[src/sv/ipl4_pkg.sv]
// Shared types and constants for the Ethernet/IPv4/L4 header parser.
package ipl4_pkg;

  // Default saturation point of the frame byte counter.
  localparam int unsigned MAX_FRAME_BYTES = 2048;

  // Depth of the record queue between the capture front and the classify back.
  localparam int unsigned QUEUE_DEPTH = 2;

  // Protocol constants.
  localparam logic [15:0] ETHERTYPE_IPV4 = 16'h0800;
  localparam logic [7:0]  PROTO_TCP      = 8'd6;
  localparam logic [7:0]  PROTO_UDP      = 8'd17;

  // Length thresholds: end of each header, in bytes from the frame start.
  localparam int unsigned ETH_HDR_END = 14;
  localparam int unsigned IP_HDR_END  = 34;
  localparam int unsigned UDP_HDR_END = 42;
  localparam int unsigned TCP_HDR_END = 54;

  // Summary status codes.
  typedef enum logic [2:0] {
    ST_ETH_SHORT = 3'd0,
    ST_NON_IP    = 3'd1,
    ST_IP_SHORT  = 3'd2,
    ST_OTHER     = 3'd3,
    ST_UDP_SHORT = 3'd4,
    ST_TCP_SHORT = 3'd5,
    ST_UDP_OK    = 3'd6,
    ST_TCP_OK    = 3'd7
  } status_e;

  // One input item: a frame byte and its end-of-frame flag.
  typedef struct packed {
    logic [7:0] data_byte;
    logic       last_byte;
  } in_t;

  // One result item: the frame summary.
  typedef struct packed {
    status_e     status;
    logic [47:0] dst_mac;
    logic [47:0] src_mac;
    logic [15:0] ether_type;
    logic [31:0] ip_source;
    logic [31:0] ip_dest;
    logic [7:0]  ip_proto;
    logic [15:0] ip_total_length;
    logic [15:0] source_port;
    logic [15:0] dest_port;
    logic [31:0] tcp_sequence;
    logic [11:0] payload_length;
  } res_t;

  // Length flags, each true when the frame ends before that header ends.
  typedef struct packed {
    logic lt_eth;
    logic lt_ip;
    logic lt_udp;
    logic lt_tcp;
  } len_flags_t;

  // Frame record handed from the front to the back.
  typedef struct packed {
    logic [47:0] dst_mac;
    logic [47:0] src_mac;
    logic [15:0] ether_type;
    logic [15:0] ip_length;
    logic [7:0]  ip_proto;
    logic [31:0] ip_source;
    logic [31:0] ip_dest;
    logic [31:0] port_pair;
    logic [31:0] tcp_sequence;
    logic [11:0] len_low;
    len_flags_t  flags;
  } rec_t;

endpackage

[src/sv/ipl4_front.sv]
// Capture front: counts frame bytes, places header bytes and emits a record per frame.
module ipl4_front #(
  parameter int unsigned MaxFrameBytes = ipl4_pkg::MAX_FRAME_BYTES
) (
  input  logic           clk_i,
  input  logic           rst_ni,
  input  ipl4_pkg::in_t  data_i,
  input  logic           push_i,
  output logic           full_o,
  output ipl4_pkg::rec_t rec_o,
  output logic           rec_push_o,
  input  logic           rec_full_i
);

  localparam int unsigned CntW = $clog2(MaxFrameBytes + 1);

  logic [CntW-1:0]    cnt_q, cnt_d;
  logic [CntW-1:0]    len_n;
  logic [CntW+11:0]   len_ext;
  logic               accept;
  ipl4_pkg::rec_t     fld_q, fld_d;

  // The front stalls only when the record queue has no room.
  assign full_o = rec_full_i;
  assign accept = push_i & ~rec_full_i;

  // Saturating byte count including the current item.
  assign len_n   = (cnt_q < CntW'(MaxFrameBytes)) ? cnt_q + CntW'(1) : cnt_q;
  assign len_ext = (CntW + 12)'(len_n);

  // Place the current byte at its offset in the header fields.
  always_comb begin
    fld_d = fld_q;
    for (int k = 0; k < 6; k++) begin
      if (cnt_q == CntW'(k)) fld_d.dst_mac[8*(5-k) +: 8] = data_i.data_byte;
      if (cnt_q == CntW'(k + 6)) fld_d.src_mac[8*(5-k) +: 8] = data_i.data_byte;
    end
    for (int k = 0; k < 2; k++) begin
      if (cnt_q == CntW'(k + 12)) fld_d.ether_type[8*(1-k) +: 8] = data_i.data_byte;
      if (cnt_q == CntW'(k + 16)) fld_d.ip_length[8*(1-k) +: 8] = data_i.data_byte;
    end
    if (cnt_q == CntW'(23)) fld_d.ip_proto = data_i.data_byte;
    for (int k = 0; k < 4; k++) begin
      if (cnt_q == CntW'(k + 26)) fld_d.ip_source[8*(3-k) +: 8] = data_i.data_byte;
      if (cnt_q == CntW'(k + 30)) fld_d.ip_dest[8*(3-k) +: 8] = data_i.data_byte;
      if (cnt_q == CntW'(k + 34)) fld_d.port_pair[8*(3-k) +: 8] = data_i.data_byte;
      if (cnt_q == CntW'(k + 38)) fld_d.tcp_sequence[8*(3-k) +: 8] = data_i.data_byte;
    end
    // Length classification of the frame as it would end on this byte.
    fld_d.len_low      = len_ext[11:0];
    fld_d.flags.lt_eth = len_n < CntW'(ipl4_pkg::ETH_HDR_END);
    fld_d.flags.lt_ip  = len_n < CntW'(ipl4_pkg::IP_HDR_END);
    fld_d.flags.lt_udp = len_n < CntW'(ipl4_pkg::UDP_HDR_END);
    fld_d.flags.lt_tcp = len_n < CntW'(ipl4_pkg::TCP_HDR_END);
  end

  // Counter restarts after the last byte of a frame.
  always_comb begin
    cnt_d = cnt_q;
    if (accept) begin
      cnt_d = data_i.last_byte ? '0 : len_n;
    end
  end

  assign rec_o      = fld_d;
  assign rec_push_o = accept & data_i.last_byte;

  always_ff @(posedge clk_i or negedge rst_ni) begin
    if (!rst_ni) begin
      cnt_q <= '0;
    end else begin
      cnt_q <= cnt_d;
    end
  end

  // Header fields are not reset; offsets past a short frame's end keep the previous frame's bytes.
  always_ff @(posedge clk_i) begin
    if (accept) begin
      fld_q <= fld_d;
    end
  end

endmodule

[src/sv/ipl4_queue.sv]
// Short record queue between the capture front and the classify back.
module ipl4_queue (
  input  logic           clk_i,
  input  logic           rst_ni,
  input  ipl4_pkg::rec_t wr_rec_i,
  input  logic           wr_en_i,
  output logic           full_o,
  output ipl4_pkg::rec_t rd_rec_o,
  input  logic           rd_en_i,
  output logic           empty_o
);

  localparam int unsigned Depth = ipl4_pkg::QUEUE_DEPTH;
  localparam int unsigned PtrW  = (Depth > 1) ? $clog2(Depth) : 1;
  localparam int unsigned CntW  = $clog2(Depth + 1);

  ipl4_pkg::rec_t  mem_q [Depth];
  logic [PtrW-1:0] wr_ptr_q, wr_ptr_d, rd_ptr_q, rd_ptr_d;
  logic [CntW-1:0] cnt_q, cnt_d;
  logic            do_wr, do_rd;

  assign full_o   = cnt_q == CntW'(Depth);
  assign empty_o  = cnt_q == '0;
  assign do_wr    = wr_en_i & ~full_o;
  assign do_rd    = rd_en_i & ~empty_o;
  assign rd_rec_o = mem_q[rd_ptr_q];

  // Pointer and occupancy update with wrap at the depth.
  always_comb begin
    wr_ptr_d = wr_ptr_q;
    rd_ptr_d = rd_ptr_q;
    cnt_d    = cnt_q;
    if (do_wr) begin
      wr_ptr_d = (wr_ptr_q == PtrW'(Depth - 1)) ? '0 : wr_ptr_q + PtrW'(1);
    end
    if (do_rd) begin
      rd_ptr_d = (rd_ptr_q == PtrW'(Depth - 1)) ? '0 : rd_ptr_q + PtrW'(1);
    end
    if (do_wr && !do_rd) begin
      cnt_d = cnt_q + CntW'(1);
    end else if (do_rd && !do_wr) begin
      cnt_d = cnt_q - CntW'(1);
    end
  end

  always_ff @(posedge clk_i or negedge rst_ni) begin
    if (!rst_ni) begin
      wr_ptr_q <= '0;
      rd_ptr_q <= '0;
      cnt_q    <= '0;
    end else begin
      wr_ptr_q <= wr_ptr_d;
      rd_ptr_q <= rd_ptr_d;
      cnt_q    <= cnt_d;
    end
  end

  // Record storage.
  always_ff @(posedge clk_i) begin
    if (do_wr) begin
      mem_q[wr_ptr_q] <= wr_rec_i;
    end
  end

endmodule

[src/sv/ipl4_back.sv]
// Classify back: decides the frame status, masks unreached fields and holds the result item.
module ipl4_back (
  input  logic           clk_i,
  input  logic           rst_ni,
  input  ipl4_pkg::rec_t rec_i,
  input  logic           rec_empty_i,
  output logic           rec_pop_o,
  output ipl4_pkg::res_t res_o,
  output logic           empty_o,
  input  logic           pop_i
);

  ipl4_pkg::status_e st;
  ipl4_pkg::res_t    res_q, res_d;
  logic              valid_q, valid_d;
  logic              load;

  // Status from the length flags and the captured type and protocol.
  always_comb begin
    priority if (rec_i.flags.lt_eth) begin
      st = ipl4_pkg::ST_ETH_SHORT;
    end else if (rec_i.ether_type != ipl4_pkg::ETHERTYPE_IPV4) begin
      st = ipl4_pkg::ST_NON_IP;
    end else if (rec_i.flags.lt_ip) begin
      st = ipl4_pkg::ST_IP_SHORT;
    end else if (rec_i.ip_proto == ipl4_pkg::PROTO_UDP) begin
      st = rec_i.flags.lt_udp ? ipl4_pkg::ST_UDP_SHORT : ipl4_pkg::ST_UDP_OK;
    end else if (rec_i.ip_proto == ipl4_pkg::PROTO_TCP) begin
      st = rec_i.flags.lt_tcp ? ipl4_pkg::ST_TCP_SHORT : ipl4_pkg::ST_TCP_OK;
    end else begin
      st = ipl4_pkg::ST_OTHER;
    end
  end

  // Build the summary, giving zero for every field the status does not cover.
  always_comb begin
    res_d        = '0;
    res_d.status = st;
    if (st != ipl4_pkg::ST_ETH_SHORT) begin
      res_d.dst_mac    = rec_i.dst_mac;
      res_d.src_mac    = rec_i.src_mac;
      res_d.ether_type = rec_i.ether_type;
    end
    if (st != ipl4_pkg::ST_ETH_SHORT && st != ipl4_pkg::ST_NON_IP &&
        st != ipl4_pkg::ST_IP_SHORT) begin
      res_d.ip_source       = rec_i.ip_source;
      res_d.ip_dest         = rec_i.ip_dest;
      res_d.ip_proto        = rec_i.ip_proto;
      res_d.ip_total_length = rec_i.ip_length;
    end
    if (st == ipl4_pkg::ST_UDP_OK) begin
      res_d.source_port    = rec_i.port_pair[31:16];
      res_d.dest_port      = rec_i.port_pair[15:0];
      res_d.payload_length = rec_i.len_low - 12'(ipl4_pkg::UDP_HDR_END);
    end
    if (st == ipl4_pkg::ST_TCP_OK) begin
      res_d.source_port    = rec_i.port_pair[31:16];
      res_d.dest_port      = rec_i.port_pair[15:0];
      res_d.tcp_sequence   = rec_i.tcp_sequence;
      res_d.payload_length = rec_i.len_low - 12'(ipl4_pkg::TCP_HDR_END);
    end
  end

  // Output register refills in the same cycle its item is taken, if the queue holds a record.
  assign load      = ~rec_empty_i & (~valid_q | pop_i);
  assign rec_pop_o = load;

  always_comb begin
    valid_d = valid_q;
    if (load) begin
      valid_d = 1'b1;
    end else if (pop_i) begin
      valid_d = 1'b0;
    end
  end

  always_ff @(posedge clk_i or negedge rst_ni) begin
    if (!rst_ni) begin
      valid_q <= 1'b0;
    end else begin
      valid_q <= valid_d;
    end
  end

  always_ff @(posedge clk_i) begin
    if (load) begin
      res_q <= res_d;
    end
  end

  assign res_o   = res_q;
  assign empty_o = ~valid_q;

endmodule

[src/sv/eth_ipv4_l4_header_parser.sv]
// Top level of the Ethernet/IPv4/UDP-TCP header parser.
//
//   Channel   Ports                    Direction  Item
//   bytes     push_i, full_o, data_i   in         one frame byte with last flag
//   summary   pop_i, empty_o, res_o    out        one summary per frame
//
// One byte is taken every cycle while full_o is low; full_o rises only when the
// two-entry record queue is full because the summary output is not being popped.
// A summary reaches res_o after its last byte is taken: that byte's edge writes the
// record queue, then the classify register loads it once empty or being popped.
// Reset clears the byte counter, the queue and the output valid; no clearing pass.
// Summaries stall independently of the byte side until the queue fills.
module eth_ipv4_l4_header_parser #(
  parameter int unsigned MaxFrameBytes = ipl4_pkg::MAX_FRAME_BYTES
) (
  input  logic           clk_i,
  input  logic           rst_ni,
  input  ipl4_pkg::in_t  data_i,
  input  logic           push_i,
  output logic           full_o,
  output ipl4_pkg::res_t res_o,
  output logic           empty_o,
  input  logic           pop_i
);

  ipl4_pkg::rec_t rec_in, rec_out;
  logic           rec_push, rec_full, rec_pop, rec_empty;

  // Byte capture and length classification.
  ipl4_front #(
    .MaxFrameBytes(MaxFrameBytes)
  ) u_front (
    .clk_i      (clk_i),
    .rst_ni     (rst_ni),
    .data_i     (data_i),
    .push_i     (push_i),
    .full_o     (full_o),
    .rec_o      (rec_in),
    .rec_push_o (rec_push),
    .rec_full_i (rec_full)
  );

  // Record queue.
  ipl4_queue u_queue (
    .clk_i    (clk_i),
    .rst_ni   (rst_ni),
    .wr_rec_i (rec_in),
    .wr_en_i  (rec_push),
    .full_o   (rec_full),
    .rd_rec_o (rec_out),
    .rd_en_i  (rec_pop),
    .empty_o  (rec_empty)
  );

  // Status decision and output register.
  ipl4_back u_back (
    .clk_i       (clk_i),
    .rst_ni      (rst_ni),
    .rec_i       (rec_out),
    .rec_empty_i (rec_empty),
    .rec_pop_o   (rec_pop),
    .res_o       (res_o),
    .empty_o     (empty_o),
    .pop_i       (pop_i)
  );

  // The front never writes a record into a full queue.
  assert property (@(posedge clk_i) disable iff (!rst_ni) rec_push |-> !rec_full)
    else $error("record written into a full queue");

  // A taken last byte leaves a record waiting in the queue.
  assert property (@(posedge clk_i) disable iff (!rst_ni)
    (push_i && !full_o && data_i.last_byte) |=> !rec_empty)
    else $error("frame end produced no record");

  // Port and payload fields are zero unless a UDP or TCP header was parsed.
  assert property (@(posedge clk_i) disable iff (!rst_ni)
    (!empty_o && res_o.status != ipl4_pkg::ST_UDP_OK &&
     res_o.status != ipl4_pkg::ST_TCP_OK) |->
    (res_o.source_port == '0 && res_o.dest_port == '0 && res_o.payload_length == '0))
    else $error("port fields set without a parsed transport header");

  // The TCP sequence is reported only for a parsed TCP header.
  assert property (@(posedge clk_i) disable iff (!rst_ni)
    (!empty_o && res_o.status != ipl4_pkg::ST_TCP_OK) |-> res_o.tcp_sequence == '0)
    else $error("sequence number set without a parsed TCP header");

endmodule
[config.mk]
export PLATFORM = sky130hd
export DESIGN_NAME = eth_ipv4_l4_header_parser
export DESIGN_NICKNAME = d
export VERILOG_FILES = /design/src/sv/ipl4_pkg.sv /design/src/sv/ipl4_front.sv /design/src/sv/ipl4_queue.sv /design/src/sv/ipl4_back.sv /design/src/sv/eth_ipv4_l4_header_parser.sv
export SDC_FILE = /design/constraint.sdc
export NUM_CORES = 1
export LEC_CHECK = 0
export BUFFER_PORTS_ARGS = -buffer_cell sky130_fd_sc_hd__buf_2
export CAP_MARGIN = 40
export CORE_MARGIN = 2
export CORE_UTILIZATION = 28
export DETAILED_ROUTE_END_ITERATION = 10
export HOLD_SLACK_MARGIN = 0.05
export PLACE_DENSITY = 0.46
export SLEW_MARGIN = 5
export SYNTH_ARGS = -nofsm -noshare
export SYNTH_HDL_FRONTEND = slang
export SYNTH_HIERARCHICAL = 1
export SYNTH_SLANG_ARGS = --single-unit
[constraint.sdc]
create_clock -name clk_i -period 20.9 [get_ports clk_i]
set_clock_uncertainty 0.05 [all_clocks]
set_input_delay 2.09 -clock clk_i [delete_from_list [all_inputs] [get_ports clk_i]]
set_output_delay 2.09 -clock clk_i [all_outputs]
set_load 0.03 [all_outputs]
# Word level (Yosys, flattened, before mapping)
# Memory sizes are Yosys's and may differ from the RTL's.
# Index checks and enable logic that the tools add are counted.
[classes] addsub=7 n_lt_le_gt_ge=5 n_eq_ne=40 n_mux=53 bitwise=9 n_reduce_logical=11
[op_table] operator="2-to-1 mux 8 bit" count=33
[op_table] operator="equality test 12 x 6 -> 1 bit, second input constant" count=10
[op_table] operator="equality test 12 x 5 -> 1 bit, second input constant" count=9
[op_table] operator="2-to-1 mux 76 bit" count=1
[op_table] operator="equality test 12 x 4 -> 1 bit, second input constant" count=6
[op_table] operator="equality test 12 x 3 -> 1 bit, second input constant" count=4
[op_table] operator="< comparator 12 x 6 -> 1 bit, second input constant" count=3
[op_table] operator="2-to-1 mux 12 bit" count=3
[op_table] operator="2-to-1 mux 32 bit" count=1
[op_table] operator="equality test 12 x 2 -> 1 bit, second input constant" count=2
[op_table] operator="subtractor 12 x 6 -> 12 bit, second input constant" count=2
[op_table] operator="!= test 16 x 12 -> 1 bit, second input constant" count=1
[op_table] operator="2-to-1 mux 3 bit" count=5
[op_table] operator="adder 12 x 1 -> 12 bit, second input constant" count=1
[op_table] operator="equality test 12 x 1 -> 1 bit, second input constant" count=1
[op_table] operator="zero test 12 bit" count=1
[op_table] operator="< comparator 12 bit, second input constant" count=1
[op_table] operator="< comparator 12 x 4 -> 1 bit, second input constant" count=1
[op_table] operator="equality test 8 x 3 -> 1 bit, second input constant" count=1
[op_table] operator="equality test 8 x 5 -> 1 bit, second input constant" count=1
[op_table] operator="2-to-1 mux 2 bit" count=4
[op_table] operator="equality test 3 bit, second input constant" count=2
[op_table] operator="2-to-1 mux 1 bit" count=6
[op_table] operator="AND 1 bit" count=5
[op_table] operator="13 further kinds" count=21
[totals] regBits=560 ram_bits=560 inputBits=13 out_inout_bits=281 elab_cells=152 mem_count=1
[memory_table] memory="u_queue.mem_q" depth=2 word_bits=280 read_ports=1 rd_clocked_by_memory_dff=0 wr=1 line_no="ipl4_queue.sv:17" rtl="ipl4_pkg::rec_t mem_q [Depth];"

# Longest topological paths before layout
# Gate-level depths: netlist of the first run.
# An unclocked memory read counts as a cell.
[logic_depth] depth_word=10 depth_mapped=12 depth_no_buf=11

# By module
# Netlist of the first run, hierarchy kept.
[by_module_without_submodules] mod="ipl4_queue" n_inst=1 cells_per_inst=890 area_each_um2=20748.6 seq_area_each_um2=16916.2
[by_module_without_submodules] mod="ipl4_front" n_inst=1 cells_per_inst=751 area_each_um2=12545.8 seq_area_each_um2=8227.9
[by_module_without_submodules] mod="ipl4_back" n_inst=1 cells_per_inst=705 area_each_um2=11016.8 seq_area_each_um2=8403.1

# Least setup slack after synthesis of the first run
# No wires, ideal clock.
[synth_path] path_kind="input to register" from="in pop_i" to="reg u_queue.cnt_q[1]" setup_time_ps=79 arrival_time_ps=19309 required_time_ps=20771 path_slack_ps=1462 cell_stages=6 n_path_buf=0 path_cell_list="inv_1 a21oi_1 o21ai_0 ha_1 nor2_1 xor2_1"
[synth_via] elab_chain_len=6 elab_cells_between_ends=8 cone_classes="1 x mux; 3 x bitwise; 4 x reduce/logical"
[synth_rtl] element="start, declared" line_no="eth_ipv4_l4_header_parser.sv:23" rtl="input logic pop_i"
[synth_rtl] element="bitwise OR 1 bit *" line_no="ipl4_back.sv:65" rtl="assign load = ~rec_empty_i & (~valid_q | pop_i);"
[synth_rtl] element="AND 1 bit *" line_no="ipl4_back.sv:65"
[synth_rtl] element="via rec_pop" line_no="eth_ipv4_l4_header_parser.sv:27" rtl="logic rec_push, rec_full, rec_pop, rec_empty;"
[synth_rtl] element="AND 1 bit *" line_no="ipl4_queue.sv:25" rtl="assign do_rd = rd_en_i & ~empty_o;"
[synth_rtl] element="zero test 1 bit" line_no="ipl4_queue.sv:39" rtl="if (do_wr && !do_rd) begin"
[synth_rtl] element="logical AND 1 bit" line_no="ipl4_queue.sv:39"
[synth_rtl] element="2-to-1 mux 2 bit or nonzero test 2 bit (tied branches)"
[synth_rtl] element="end signal, assigned" line_no="ipl4_queue.sv:54" rtl="cnt_q <= cnt_d;"
[synth_rtl] element="end, declared" line_no="ipl4_queue.sv:19" rtl="logic [CntW-1:0] cnt_q, cnt_d;"
# The timed path passes the listed nets; every way through them passes the cells marked *.
# A chain may end at the register's enable or synchronous reset.

==> qor.csv, run 1 <==
metric,value,unit
synth_most_common_cell,edfxtp_1,
overflow,0,
synthTopCellsByCount,"edfxtp_1 (1,103), mux2_2 (419), nor2b_1 (119), mux2_4 (98), and3_1 (97)",
worst-path-buf-inv,3,
drive_gt1_frac,0.3849,
fin_nets,2699,
cts-resized-gates,0,
path_cells,buf_16 > buf_4 > buf_16 > mux2_2 > or4_1 > nor4_4 > and3_2 > nand2_1 > a31oi_1,
cts_buffers,120,
cts_tree,built,
rsz0062_at_grt,no,
hold_path.class,flop to flop,
finalMaxSlewViolations,0,
dpl.hpwl,65830,um
dieArea,161500,sq um
die_width,401.8,um
synth_cell_types,74,
grt_max_degree,170,
wl_per_cell,22.34,um
cts.clk_slew.worst_paths,0.06,ns
min_period_over_period,0.2197,
multi_input_area,10070,sq um
synthFlopType,edfxtp_1,
grt_pass1_wl,157600,um
setup_viol,0,
grt_use_total,0.1318,
netlist_top_cells_area,"edfxtp_1 (75%), mux2_2 (11%), mux2_4 (3.3%)",
yosysTopAreaCell,edfxtp_1,
regArea,33550,sq um
synth_area,44310,sq um
crit_slowest_cell,and3_2,
cts_max_path_buffers,3,
critPathCaptureType,flop,
wirelength,108200,um
vias,21759,
grt_antenna_before_repair,13,
worst_path_most_repeated_cell,buf_16,
post_cts_buffers,0,
n_fill_cell,14999,
placementRows,145,
h-tree-depth,3,
drtAntennaViolNets,0,
grt_pass1_vias,22447,
drv_cap,0,
setup_tns,0,ns
power,0.007266,W
fin_crit,4.592,ns
cp_slowest_stage_delay,0.86,ns
place.port_buffers,293,
core_area,156800,sq um
worstPathRequired,21.42,ns
hold_viol_final,0,
root_buffer,clkbuf_16,
clock_sinks,1120,
synth_top_area_share,0.7475,
worstPathArrival,5.11,ns
critical_path_class,flop to flop,
async_flop_share,0.01518,
place_congestion,0.7685,
ys_warn_count,6,
synthCells,2346,
vias_per_cell,4.490,
ir_drop,0.00009438,V
path_max_fanout,56,
slew_headroom,0.02463,
outcome,"finished, final reports clean",
syn-num-nets,2366,
leakage,18.45,nW
utilization,0.3337,
start_util,0.2827,
area_growth_syn_to_layout,18.06,%
avgSynthCellArea,18.89,sq um
fmax,217.8,MHz
drt_iter0_drc,1453,
firstDrtPassIters,5,
drcViolationCount,0,
ys_seq_elements,1120,
p_per_area,138.9,nW/um^2
worst_slew_pin_slew,1.463,ns
path_delay_family,simple AND/OR/NAND/NOR gates,
seq_area_frac_synth,0.7571,
fp.dieH,401.8,um
startpoint_type,flop,
ioPinCount,294,
synth-edff-count,1103,
cts_hold_buf,0,
clk_latency,0.75,ns
==> layer usage <==
| layer | part of all wire | wire (um) | track usage | vias up |
|---|---|---|---|---|
| li1 | - | - | - | 9775 |
| met1 | 0.45 | 48410 | 0.1784 | 11229 |
| met2 | 0.48 | 52250 | 0.2180 | 590 |
| met3 | 0.050 | 5454 | 0.02325 | 161 |
| met4 | 0.019 | 2106 | 0.03489 | 4 |
| met5 | 0.00015 | 16 | 0 | - |
==> cells in the final DEF, fill, tap and decap left out, drive strengths merged, types with 17 or more instances in the layout <==
cell type and count:
edfxtp 1103, and3 97, nor2b 119, nor2 33, dfrtp 17, buf 334
nand3 20, mux2 545, o21ai 21, clkbuf 145, clkinv 59, nand2 36
inv 28, and2 69
==> worst reg2reg max path: stages, from the launching register on <==
cell and delay (ns):
dfrtp_4 0.49, buf_16 0.28, buf_4 0.37, buf_16 0.29
mux2_2 0.43, or4_1 0.67, nor4_4 0.59, and3_2 0.86
nand2_1 0.15, a31oi_1 0.22
==> registers in the layout (all words and copies together) (netlist names) <==
signal            count
u_front/cnt_q        12
u_queue/wr_ptr_q      1
u_front/fld_q       264
u_queue/rd_ptr_q      1
u_back/valid_q        1
u_queue/cnt_q         2
u_queue/mem_q       560
u_back/res_o        279
==> per-stage QoR <==
stage / area (sq um) / hold slack [ns] / cells / worst slack, ns
after CTS: 52310 / 0.4705 / 4843 / 16.30
after detailed placement: 48400 / 0.4619 / 4615 / 15.69
after global routing: 52310 / 0.4956 / 4843 / 16.07
after global placement: 47970 / 0.4457 / 4599 / 14.77
after floorplan: 44310 / 0.4108 / 2346 / 1.462
final: 52310 / 0.4715 / 4846 / 16.31
==> final timing paths <==
kind	from	end	slack [ns]	cells after the start
setup / recovery	u_queue/rd_ptr_q	u_back/res_o[3]	16.31	9
hold / removal	u_queue/cnt_q[1]	u_queue/cnt_q[1]	0.47	1
setup reg to reg	u_queue/rd_ptr_q	u_back/res_o[3]	16.31	9
hold reg to reg	u_queue/cnt_q[1]	u_queue/cnt_q[1]	0.47	1
max in group asynchronous	rst_ni	u_queue/rd_ptr_q	19.18	1
min in group asynchronous	rst_ni	u_back/valid_q	1.24	1
==> where the power goes <==
part / internal, W / switching (W) / total [W] / leakage, nW
sequential: 0.00318 / 0.000158 / 0.00334 / 10.7
clock: 0.00119 / 0.000889 / 0.00208 / 1.90
combinational: 0.000647 / 0.00120 / 0.00185 / 5.90
total: 0.00502 / 0.00225 / 0.00727 / 18.4
==> cell type report <==
cell class	count	area share
tap	2058	0.04922
antenna	3	0.0001435
multi-input combinational	1083	0.1925
timing repair buffer	334	0.04049
sequential	1120	0.6414
clock buffer	145	0.05960
clock inverter	83	0.01507
inverter	20	0.001579
==> cell families after synthesis <==
kind of cell	Yosys count	share of synthesized area
adders and majority gates	7	0.001976
and+or+nand+nor	432	0.06139
DFF	1120	0.7571
xor gates and xnor gates	16	0.003163
muxes	546	0.1470
buffers and inverters	143	0.01641
AOI/OAI and AO/OA	82	0.01296
(Power assumes the default switching activity.)
==> run 2, diff against run 1 <==
==> constraint.sdc (replaced) <==
create_clock -name clk_i -period 4.5 [get_ports clk_i]
set_clock_uncertainty 0.05 [all_clocks]
set_input_delay 0.45 -clock clk_i [delete_from_list [all_inputs] [get_ports clk_i]]
set_output_delay 0.45 -clock clk_i [all_outputs]
set_load 0.03 [all_outputs]
==> qor.csv, run 2 (same netlist as run 1, synthesis figures left out) <==
metric,value,unit
outcome,"finished, final reports clean",
place_congestion,0.7980,
vias,21984,
cts_buffers,132,
grt_use_total,0.1370,
drcViolationCount,0,
dpl.hpwl,65910,um
stdcell_area,52850,sq um
fp.dieH,401.8,um
hold_path.class,input pin to asynchronous set/reset pin,
path_cells,mux2_2 > or4_1 > nor4_4 > and3_2 > buf_4 > nand2_1 > a31oi_1,
placementRows,145,
wl_per_cell,23.02,um
ir_drop,0.0003757,V
core_area,156800,sq um
cts.clk_slew.worst_paths,0.06,ns
leakage,18.69,nW
hold_viol_final,0,
path_delay_family,simple AND/OR/NAND/NOR gates,
fin_nets,2717,
firstDrtPassIters,7,
vias_per_cell,4.524,
cts_max_path_buffers,3,
use_met2,0.2268,
ioPinCount,294,
grt_pass1_wl,162900,um
min_period_over_period,0.8203,
r2r_end,u_back/res_o[9],
r2r_setup_slack,0.81,ns
cp_slowest_stage_delay,0.79,ns
area_growth_syn_to_layout,19.27,%
ff2ff_path_depth,7,
worst_slew_pin_slew,1.128,ns
drt_iter0_drc,1565,
crit_slowest_cell,dfrtp_4,
root_buffer,clkbuf_16,
final_cell_mix,"edfxtp_1 (1,103), mux2_2 (418), buf_2 (290)",
fin_crit,3.691,ns
fmax,270.9,MHz
worstPathArrival,4.21,ns
critical_path_class,flop to flop,
grt_pass1_vias,23164,
h-tree-depth,4,
place.port_buffers,293,
start_util,0.2827,
path_max_fanout,37,
setup_viol,0,
wirelength,111900,um
final_common_cell,edfxtp_1,
grt_max_degree,149,
utilization,0.3372,
drtAntennaViolNets,0,
placed_cell_area,48330,sq um
clock_sinks,1120,
use_met3,0.02754,
worstPathRequired,5.02,ns
drive_gt1_frac,0.3883,
dieArea,161500,sq um
clk_latency,0.76,ns
grt_util_met1,0.1803,
cts_tree,built,
top_register,u_queue/mem_q,
critPathCaptureType,flop,
overflow,0,
r2r-start,u_queue/rd_ptr_q,
post_cts_buffers,0,
die_width,401.8,um
largest_register_ffs,560,
p_per_area,659.4,nW/um^2
slew_headroom,0.2482,
finalMaxSlewViolations,0,
drv_cap,0,
rsz0062_at_grt,no,
startpoint_type,flop,
grt_antenna_before_repair,11,
grt_busiest_layer,met2,
worst-path-buf-inv,1,
setup_tns,0,ns
run 2: cell types whose count changed in the layout (fill, tap and decap cells not counted), sizes merged:
| cell | previous run | this run |
|---|---|---|
| dlygate4sd3 | 0 | 4 |
| clkbuf | 145 | 154 |
| clkinv | 59 | 50 |
| bufinv | 10 | 19 |
| inv | 28 | 27 |
| clkinvlp | 6 | 4 |
| buf | 334 | 336 |
| diode | 3 | 4 |
run 2: what timing repair did:
item / in CTS / in global routing
hold buffers: 4 / 0
endpoints found under the hold margin: 26 / 0
resized for setup: 0 / 0
run 2: area by class of cell:
| type | instances | area, sq um |
|---|---|---|
| fillers | 15000 | 103900 |
| clock inverters | 80 | 1061 |
| multi-input cells | 1083 | 10080 |
| flip-flops and latches | 1120 | 33550 |
| diodes | 4 | 10.01 |
| clock buffers | 154 | 3407 |
| inverters | 20 | 101.3 |
| well taps | 2058 | 2575 |
| repair buffers | 340 | 2067 |
run 2: worst reg2reg max path, delay by kind of cell (launching register included):
kind,cells,cell delay (ns)
simple gates,4,1.61
flops,1,0.79
mux,1,0.47
buf+inv,1,0.36
compound gates,1,0.23
run 2: per-layer routing:
layer,up-vias,share of wire
li1,9800,-
met1,11390,0.45
met2,582,0.48
met3,208,0.044
met4,4,0.026
met5,-,0.00024
run 2: how the worst max path moves through the flow:
stage                                start               end  slack, ns  cells past startpoint
after floorplan             u_back/valid_q  u_queue/cnt_q[1]      -2.42                      5
after global placement    u_queue/rd_ptr_q   u_back/res_o[3]       0.77                      7
after detailed placement  u_queue/rd_ptr_q   u_back/res_o[3]       0.76                      7
after CTS                 u_queue/rd_ptr_q   u_back/res_o[3]       0.75                      7
after global routing      u_queue/rd_ptr_q   u_back/res_o[9]       0.54                      7
final                     u_queue/rd_ptr_q   u_back/res_o[9]       0.81                      7
run 2: metrics by stage:
step	power (W)	setup WS (ns)	cells	hold slack, ns
after floorplan	0.02158	-2.417	2346	0.1044
after global placement	0.02409	0.7735	4608	0.3721
after detailed placement	0.02437	0.7627	4617	0.3747
after CTS	0.03550	0.7464	4855	0.1754
after global routing	0.03640	0.5373	4855	0.2457
final	0.03485	0.8087	4859	0.2364
run 2: where the power goes:
group / switching [W] / leakage [nW] / internal, W / total [W]
clock: 0.00434 / 2.16 / 0.00657 / 0.0109
combinational: 0.00545 / 5.88 / 0.00289 / 0.00835
sequential: 0.000815 / 10.7 / 0.0148 / 0.0156
total: 0.0106 / 18.7 / 0.0242 / 0.0348
==> run 3, diff against run 2 <==
--- a/config.mk
+++ b/config.mk
@@ -5,6 +5,7 @@
 export SDC_FILE = /design/constraint.sdc
 export NUM_CORES = 1
 export LEC_CHECK = 0
+export ABC_AREA = 1
 export BUFFER_PORTS_ARGS = -buffer_cell sky130_fd_sc_hd__buf_2
 export CAP_MARGIN = 40
 export CORE_MARGIN = 2
==> constraint.sdc (replaced) <==
create_clock -name clk_i -period 3.8 [get_ports clk_i]
set_clock_uncertainty 0.05 [all_clocks]
set_input_delay 0.38 -clock clk_i [delete_from_list [all_inputs] [get_ports clk_i]]
set_output_delay 0.38 -clock clk_i [all_outputs]
set_load 0.03 [all_outputs]
==> qor.csv, run 3 <==
metric,value,unit
outcome,"finished, final reports clean",
placementRows,145,
fp.dieH,400.9,um
fin_crit,3.455,ns
worst_slew_pin_slew,1.028,ns
startpoint_type,flop,
start_util,0.2820,
final_common_cell,nand2_1,
hold_path.class,input pin to flop,
slew_headroom,0.3149,
synthFlopType,edfxtp_1,
critical_path_class,flop to flop,
dpl_worst_slack,0.3896,ns
wl_per_cell,19.37,um
synth_cell_types,30,
min_period_over_period,0.9091,
async_flop_share,0.01518,
seq_area_frac_synth,0.7606,
grt_pass1_wl,172100,um
drtAntennaViolNets,0,
netlist_top_cells_area,"edfxtp_1 (75%), nand2_1 (11%), o21ai_0 (3.0%)",
synthCells,3567,
dieArea,160700,sq um
ioPinCount,294,
cts.clk_slew.worst_paths,0.06,ns
cp_slowest_stage_delay,0.68,ns
grt_pass1_vias,25226,
dp.cells,5812,
synth_most_common_cell,nand2_1,
synthTopCellsByCount,"nand2_1 (1,252), edfxtp_1 (1,103), inv_1 (303), o21ai_0 (265), nor2_1 (195)",
rsz0062_at_grt,no,
finalMaxSlewViolations,0,
fmax,289.5,MHz
cts_max_path_buffers,3,
r2r-start,u_queue/rd_ptr_q,
cts_tree,built,
ys_seq_elements,1120,
fin_nets,3903,
overflow,0,
syn-num-nets,3587,
area_growth_syn_to_layout,18.05,%
drv_cap,0,
dpl.hpwl,72180,um
yosysTopAreaCell,edfxtp_1,
clk_latency,0.77,ns
cts_buffers,121,
path_cells,buf_4 > nand2_1 > nand2_1 > inv_1 > nand2_1 > nor2_1 > nand2_1 > inv_1 > nor2_1 > nand2_4 > buf_12 > a21oi_1,
whs,0.1771,ns
place.port_buffers,293,
critPathCaptureType,flop,
p_per_area,814.6,nW/um^2
grt_max_degree,147,
drive_gt1_frac,0.1538,
synth-edff-count,1103,
post_cts_buffers,0,
worstPathArrival,3.98,ns
vias_per_cell,4.305,
largest_register_ffs,560,
ys_warn_count,6,
worst_path_most_repeated_cell,nand2_1,
synth_area,44100,sq um
top_register,u_queue/mem_q,
setup_viol,0,
avgSynthCellArea,12.36,sq um
leakage,20.53,nW
hp-start,data_i[7],
vias,26036,
path_max_fanout,78,
clock_sinks,1120,
ir_drop,0.0008382,V
root_buffer,clkbuf_16,
worst_slack,0.3454,ns
core_area,156400,sq um
grt_use_total,0.1436,
crit_slowest_cell,nor2_1,
die_width,400.9,um
worstPathRequired,4.33,ns
place_congestion,0.7611,
final_cell_mix,"nand2_1 (1,250), edfxtp_1 (1,103), buf_2 (293)",
drt_iter0_drc,1909,
hold_viol_final,0,
n_fill_cell,15613,
instances_no_fill,6048,
crit_path_start,u_queue/rd_ptr_q,
grt_antenna_before_repair,4,
synth_top_area_share,0.7510,
firstDrtPassIters,6,
wirelength,117100,um
drcViolationCount,0,
h-tree-depth,3,
==> run 3: cell count changes after synthesis, moves of 98 or more <==
cell / change
nor2b_1: -119
nor2_1: +174
inv_1: +284
nand2_1: +1216
mux2_2: -419
o21ai_0: +244
mux2_4: -98
==> run 3: path summary, 6_finish.rpt <==
check | to | depth (start not counted) | slack (ns)
setup / recovery | u_back/res_o[108] | 12 | 0.35
hold / removal | u_queue/mem_q[0][94] | 3 | 0.18
setup reg to reg | u_back/res_o[108] | 12 | 0.35
hold reg to reg | u_queue/wr_ptr_q | 2 | 0.44
max in group asynchronous | u_queue/rd_ptr_q | 4 | 1.72
min in group asynchronous | u_front/cnt_q[9] | 3 | 0.58
==> run 3: critical path, delay by kind of cell, from the launching register on <==
family / cells / cell delay, ns
flip-flops: 1 / 0.66
buffers and inverters: 4 / 0.77
AND/OR/NAND/NOR: 7 / 1.47
AO/OA/AOI/OAI: 1 / 0.20
==> run 3: final cells by class <==
cell class | instances | area (sq um) | share of cell area
well taps | 2058 | 2575 | 0.04946
clock buffers | 147 | 3157 | 0.06063
inverters | 309 | 1174 | 0.02254
repair buffers | 364 | 2267 | 0.04355
clock inverters | 79 | 824.5 | 0.01584
diodes | 4 | 10.01 | 0.0001923
flip-flops and latches | 1120 | 33550 | 0.6444
multi-input cells | 1967 | 8506 | 0.1634
==> run 3: through the flow <==
stage,utilization,TNS [ns],power [W],instance area [sq um]
after floorplan,-,-1656.94,0.02689,44150
after global placement,0.3060,0,0.03117,47860
after detailed placement,0.3070,0,0.03126,48010
after CTS,0.3329,0,0.04321,52050
after global routing,0.3329,0,0.04482,52050
final,0.3329,0,0.04241,52060
==> run 3: repair_timing <==
item                                    in CTS  in global routing
endpoints found under the hold margin       23                  0
hold buffers                                 6                  0
gates resized for setup                      0                  0
endpoints found under the setup margin       0                  0
==> run 3: logic make-up (layout without fill, tap and decap cells) <==
logic type / after synthesis / in the layout / share of synthesized area
other: 0 / 4 / 0
xor gates and xnor gates: 16 / 16 / 0.003177
DFF: 1120 / 1120 / 0.7606
and+or+nand+nor: 1564 / 1564 / 0.1419
buffers and inverters: 480 / 899 / 0.04786
adders and majority gates: 7 / 7 / 0.001986
AOI/OAI and AO/OA: 380 / 380 / 0.04448
==> run 3: power breakdown <==
part	switching, W	internal (W)	leakage [nW]
Sequential	0.000953	0.0179	10.7
Combinational	0.00919	0.00259	7.93
Clock	0.00494	0.00680	1.93
==> run 3: metal layers <==
| metal | part of all wire | global-route usage | routed length, um | up-vias |
|---|---|---|---|---|
| met1 | 0.46 | 0.1975 | 54100 | 12668 |
| met2 | 0.48 | 0.2366 | 55900 | 562 |
| met3 | 0.042 | 0.02185 | 4884 | 131 |
| li1 | - | - | - | 12675 |
| met4 | 0.019 | 0.03767 | 2238 | 0 |
| met5 | 0 | 0 | 0 | - |
